===== src/rtl/scp_pkg.sv =====
// Shared widths, fixed-point constants and types of the sine and cosine pipeline.
package scp_pkg;

    // Formats of the ports.
    localparam int ANGLE_FRAC_BITS = 12;
    localparam int OUT_FRAC_BITS   = 14;
    localparam int ANGLE_W         = ANGLE_FRAC_BITS + 4;
    localparam int OUT_W           = OUT_FRAC_BITS + 2;
    localparam int TDATA_IN_W      = ((ANGLE_W + 7) / 8) * 8;
    localparam int TDATA_OUT_W     = ((2 * OUT_W + 7) / 8) * 8;

    // Internal Q.30 format.
    localparam int WQ      = 30;
    localparam int ANG_SH  = WQ - ANGLE_FRAC_BITS;
    localparam int RND_SH  = WQ - OUT_FRAC_BITS;
    localparam int VW      = ANGLE_W + ANG_SH;   // scaled angle magnitude bits
    localparam int MW      = 33;                 // reduced angle, below 2pi
    localparam int XW      = 32;                 // half-turn folded angle, up to pi
    localparam int AW      = 31;                 // quarter-turn folded angle, up to pi/2
    localparam int SQ_W    = 32;
    localparam int KS_W    = 25;
    localparam int KC_W    = 28;
    localparam int US_W    = 30;
    localparam int UC_W    = 32;
    localparam int S_W     = 32;
    localparam int C_W     = 33;

    localparam logic [MW-1:0] TWO_PI_Q  = 33'd6746518852;
    localparam logic [XW-1:0] PI_Q      = 32'd3373259426;
    localparam logic [AW-1:0] HALF_PI_Q = 31'd1686629713;
    localparam logic [AW-1:0] ONE_Q     = 31'd1073741824;

    // Polynomial coefficients in Q.30.
    localparam logic [22:0] SIN_C4 = 23'd8171175;
    localparam logic [27:0] SIN_C2 = 28'd178294830;
    localparam logic [25:0] COS_C4 = 26'd39782135;
    localparam logic [29:0] COS_C2 = 30'd533327564;

    typedef struct packed {
        logic sin_neg;
        logic cos_neg;
    } t_sign;

endpackage


===== src/rtl/scp_round.sv =====
// Sign, rounding and saturation to the output format, held in the output register.
module scp_round (
    input  logic                              i_clk,
    input  logic                              i_rst_n,
    input  logic                              i_valid,
    output logic                              o_ready,
    input  logic        [scp_pkg::S_W-1:0]    i_s,
    input  logic signed [scp_pkg::C_W-1:0]    i_c,
    input  scp_pkg::t_sign                    i_sign,
    output logic                              o_valid,
    input  logic                              i_ready,
    output logic        [scp_pkg::OUT_W-1:0]  o_sine,
    output logic        [scp_pkg::OUT_W-1:0]  o_cosine
);

    localparam int MAGW   = scp_pkg::C_W;
    localparam int OUT_W  = scp_pkg::OUT_W;
    localparam int RND_SH = scp_pkg::RND_SH;

    localparam logic [MAGW:0] ONE_BIT  = (MAGW + 1)'(1);
    localparam logic [MAGW:0] LIM      = ONE_BIT << scp_pkg::OUT_FRAC_BITS;
    localparam logic [MAGW:0] RND_HALF = (RND_SH > 0) ? (ONE_BIT << (RND_SH - 1)) : '0;

    logic                   r_v8;
    logic                   rdy8;
    logic [OUT_W-1:0]       r_sine, r_cosine;
    logic signed [MAGW:0]   c_ext, c_val;
    logic                   c_neg;
    logic [MAGW:0]          c_abs;

    // Round half away from zero on the magnitude, limit to one, then sign.
    function automatic logic [OUT_W-1:0] to_out(input logic neg, input logic [MAGW-1:0] mag);
        logic [MAGW:0] q;
        q = ({1'b0, mag} + RND_HALF) >> RND_SH;
        if (q > LIM) begin
            q = LIM;
        end
        if (neg) begin
            q = ~q + ONE_BIT;
        end
        return q[OUT_W-1:0];
    endfunction

    always_comb begin
        c_ext = signed'({i_c[MAGW-1], i_c});
        c_val = i_sign.cos_neg ? -c_ext : c_ext;
        c_neg = c_val[MAGW];
        c_abs = c_neg ? unsigned'(-c_val) : unsigned'(c_val);
    end

    assign rdy8    = ~r_v8 | i_ready;
    assign o_ready = rdy8;

    always_ff @(posedge i_clk) begin
        if (!i_rst_n) begin
            r_v8 <= 1'b0;
        end else if (rdy8) begin
            r_v8 <= i_valid;
        end
    end

    always_ff @(posedge i_clk) begin
        if (rdy8 && i_valid) begin
            r_sine   <= to_out(i_sign.sin_neg, MAGW'(i_s));
            r_cosine <= to_out(c_neg, c_abs[MAGW-1:0]);
        end
    end

    assign o_valid  = r_v8;
    assign o_sine   = r_sine;
    assign o_cosine = r_cosine;

endmodule


===== config.mk =====
export PLATFORM = sky130hd
export DESIGN_NAME = scp_round
export DESIGN_NICKNAME = d
export VERILOG_FILES = /design/src/rtl/scp_pkg.sv /design/src/rtl/scp_round.sv
export SDC_FILE = /design/constraint.sdc
export NUM_CORES = 1
export LEC_CHECK = 0
export BUFFER_PORTS_ARGS = -buffer_cell sky130_fd_sc_hd__buf_2
export CELL_PAD_IN_SITES_DETAIL_PLACEMENT = 1
export CELL_PAD_IN_SITES_GLOBAL_PLACEMENT = 1
export CORE_MARGIN = 4
export CORE_UTILIZATION = 44
export CTS_BUF_LIST = sky130_fd_sc_hd__clkbuf_8
export DETAILED_ROUTE_END_ITERATION = 8
export MAX_ROUTING_LAYER = met4
export PLACE_DENSITY_LB_ADDON = 0.1
export SLEW_MARGIN = 25
export SYNTH_ARGS = -nofsm -noshare
export SYNTH_HDL_FRONTEND = slang
export SYNTH_SLANG_ARGS = --single-unit

===== constraint.sdc =====
create_clock -name i_clk -period 9.5 [get_ports i_clk]
set_input_delay 0.475 -clock i_clk [delete_from_list [all_inputs] [get_ports i_clk]]
set_output_delay 0.475 -clock i_clk [all_outputs]
set_load 0.1 [all_outputs]

==> results.toml <==
[route]
vias = 4887
routedWlPerCell_um = 15.8
drc = 0
drtPass1Iterations = 4
wirelength_um = 13000
first_iter_violations = 228
drtAntennaViolNets = 0
vias_per_cell = 5.92

[logic_synthesis]
syn_inst = 622
ys_ff_latch = 33
netlist_area_um2 = 4710
syn_nets = 699
async_flop_share = 0
synth_edf_count = 32
ys.flop_type = "edfxtp_1"
yosysSeqAreaShare = 0.208
ys_warn_count = 0
syn_area_per_cell_um2 = 7.58
yosysUniqueCellTypes = 79

[place]
dpl.hpwl_um = 10600
gp_congestion = 0.914
dp.cells = 817
port_buffers = 89

[die]
die_x_um = 112
row_count = 37
core-area_um2 = 10400
initial_core_util = 0.455
dieArea_um2 = 12400
io_pins = 105
fp.dieH_um = 112

[run]
max-cap-violations = 0

[worst_setup_path]
startpoint_type = "primary input"
r2r_cells = 3
reg2reg_slack_ps = 8270
worst_ep_required_time_ps = 9530
arrival_ps = 6940
r2r-start = "o_valid$_SDFFE_PN0N_"
cp-end-kind = "register"
cp_max_fo = 13
rr_endpoint = "o_cosine[12]$_DFFE_PP_"
critical_path_class = "in -> reg"

[grt]
grt_pass1_wl_um = 22400
grt_start_max_net_pins = 37
overflow = 0
grt_use_total = 0.213
antenna_found_initial = 0
grt_pass1_vias = 4727

[clocking]
clk_pin_slew_ps = 60
cts_sinks = 33
clockRootBuffer = "clkbuf_8"
cts_tree = "done"
htree_levels = 2
cts_setup_buffers = 0
clock_latency_ps = 280
numCtsBuffers = 5
cts_resized = 0
cts_hold_buf = 0
cts_buffer_depth = 2

[sta]
rsz0062_at_grt = "false"
slew_headroom = 0.453
period_minus_slack_ps = 6920
whs_ps = 454
post-route-period-util = 0.728
fin_setup_tns_ps = 0
worst_pin_slew_ps = 814
clock-skew-final_ps = 5.74
clock.fmax_mhz = 145
setup_viol = 0
finalMaxSlewViolations = 0
hold_viol_final = 0

[layout]
insertedDiodeCount = 0
final_layout_size_suffix_gt1_frac = 0.186
final_cells = 825
syn2layout_area_growth_pct = 12.7
fin_nets = 765

[min_path]
worstHoldEndpoint = "o_valid$_SDFFE_PN0N_"
holdPathStages = 2
hp-start = "i_rst_n"
hold_class = "in -> reg"

[power_and_ir_drop]
p_leak_nw = 1.92
p_per_area_nw_per_um2 = 129
vdd_drop_max_mv = 0.106

[run_status]
status = "complete, no violations"
[cells in the mapped netlist, drive strengths merged, types with 10 or more instances]
master,number,area share
xnor2,59,0.11
nor2,58,0.048
nand2,52,0.041
nor3,40,0.045
o21ai,35,0.040
edfxtp,32,0.20
a21oi,28,0.030
xor2,28,0.054
clkbuf,26,0.021
nand3,24,0.025
inv,20,0.016
nand4,18,0.024
and3,17,0.023
o31ai,16,0.027
a31oi,14,0.019
nor4,10,0.019
[final cells by class]
class	count	area, um2
clock buffer	5	68.8
clock inverter	3	11.3
fill	1361	5060
inverter	20	75.1
multi-input combinational	534	3520
sequential	33	981
tap	136	170
timing repair buffer	94	483
[placed cells by master, fill, tap and decap left out, types with 8 or more instances in the layout]
| cell | count |
|---|---|
| a21oi_1 | 28 |
| a31oi_1 | 13 |
| and3_1 | 17 |
| buf_2 | 89 |
| edfxtp_1 | 32 |
| inv_1 | 23 |
| nand2_1 | 52 |
| nand2b_1 | 8 |
| nand3_1 | 24 |
| nand4_1 | 18 |
| nor2_1 | 57 |
| nor3_1 | 38 |
| o211ai_1 | 8 |
| o21ai_0 | 31 |
| o31ai_1 | 15 |
| or3_1 | 9 |
| or4_1 | 8 |
| xnor2_1 | 57 |
| xor2_1 | 27 |
[registers in the layout, indices dropped and copies added, names as in the netlist]
register / cells
o_sine: 16
o_valid: 1
o_cosine: 16
[worst max-delay path by stage]
stage / start / endpoint / slack [ps] / cells after the start
after floorplan: i_c[0] / o_cosine[14]$_DFFE_PP_ / 3360 / 24
after global placement: i_c[0] / o_cosine[14]$_DFFE_PP_ / 2560 / 26
after detailed placement: i_c[0] / o_cosine[14]$_DFFE_PP_ / 2380 / 26
after CTS: i_c[0] / o_cosine[14]$_DFFE_PP_ / 2660 / 26
after global routing: i_c[0] / o_cosine[14]$_DFFE_PP_ / 2120 / 22
final: i_c[0] / o_cosine[14]$_DFFE_PP_ / 2580 / 26
[stage by stage]
step,total power [mW],util,worst slack [ps],area (um2)
floorplan,0.512,-,3360,4710
global route,0.735,0.512,2120,5310
detailed placement,0.597,0.505,2380,5230
global placement,0.585,0.505,2560,5230
finish,0.687,0.512,2580,5310
CTS,0.690,0.512,2660,5310
[where the power goes]
part,internal [mW],switching [mW]
Combinational,0.111,0.297
Clock,0.0486,0.0436
Sequential,0.183,0.00328
Total,0.343,0.344
[cell families after synthesis]
kind of cell / synth area share
flip-flops: 0.208
XOR/XNOR: 0.166
multiplexers: 0.0199
AO/OA/AOI/OAI: 0.231
AND/OR/NAND/NOR: 0.313
buffers and inverters: 0.0456
adder cells (fa/ha/maj): 0.0159
[layer usage]
| layer | part of all wire | global-route usage | wire length (um) | up-vias |
|---|---|---|---|---|
| li1 | - | - | - | 2467 |
| met1 | 0.49 | 0.286 | 6350 | 2296 |
| met2 | 0.46 | 0.342 | 5980 | 110 |
| met3 | 0.040 | 0.0185 | 524 | 14 |
| met4 | 0.014 | 0.0649 | 189 | 0 |
| met5 | 0 | - | 0 | - |
[critical path: stages]
cell and delay (ps):
buf_2 110, inv_1 90, ha_1 280, nor3b_1 530, nand2_1 380, o311ai_0 700
nor4_2 110, buf_4 210, a21oi_1 190, xnor2_1 140, ha_1 330, inv_1 220
nor2_1 80, a2111oi_0 390, nand3_1 160, a32oi_1 510, a2111o_1 280, or2_4 190
nor4_4 70, o21ai_0 190, ha_1 170, inv_1 80, or2_2 330, or3_1 400
o31ai_1 230, a21oi_1 100
Power figures use the tool's default switching activity.
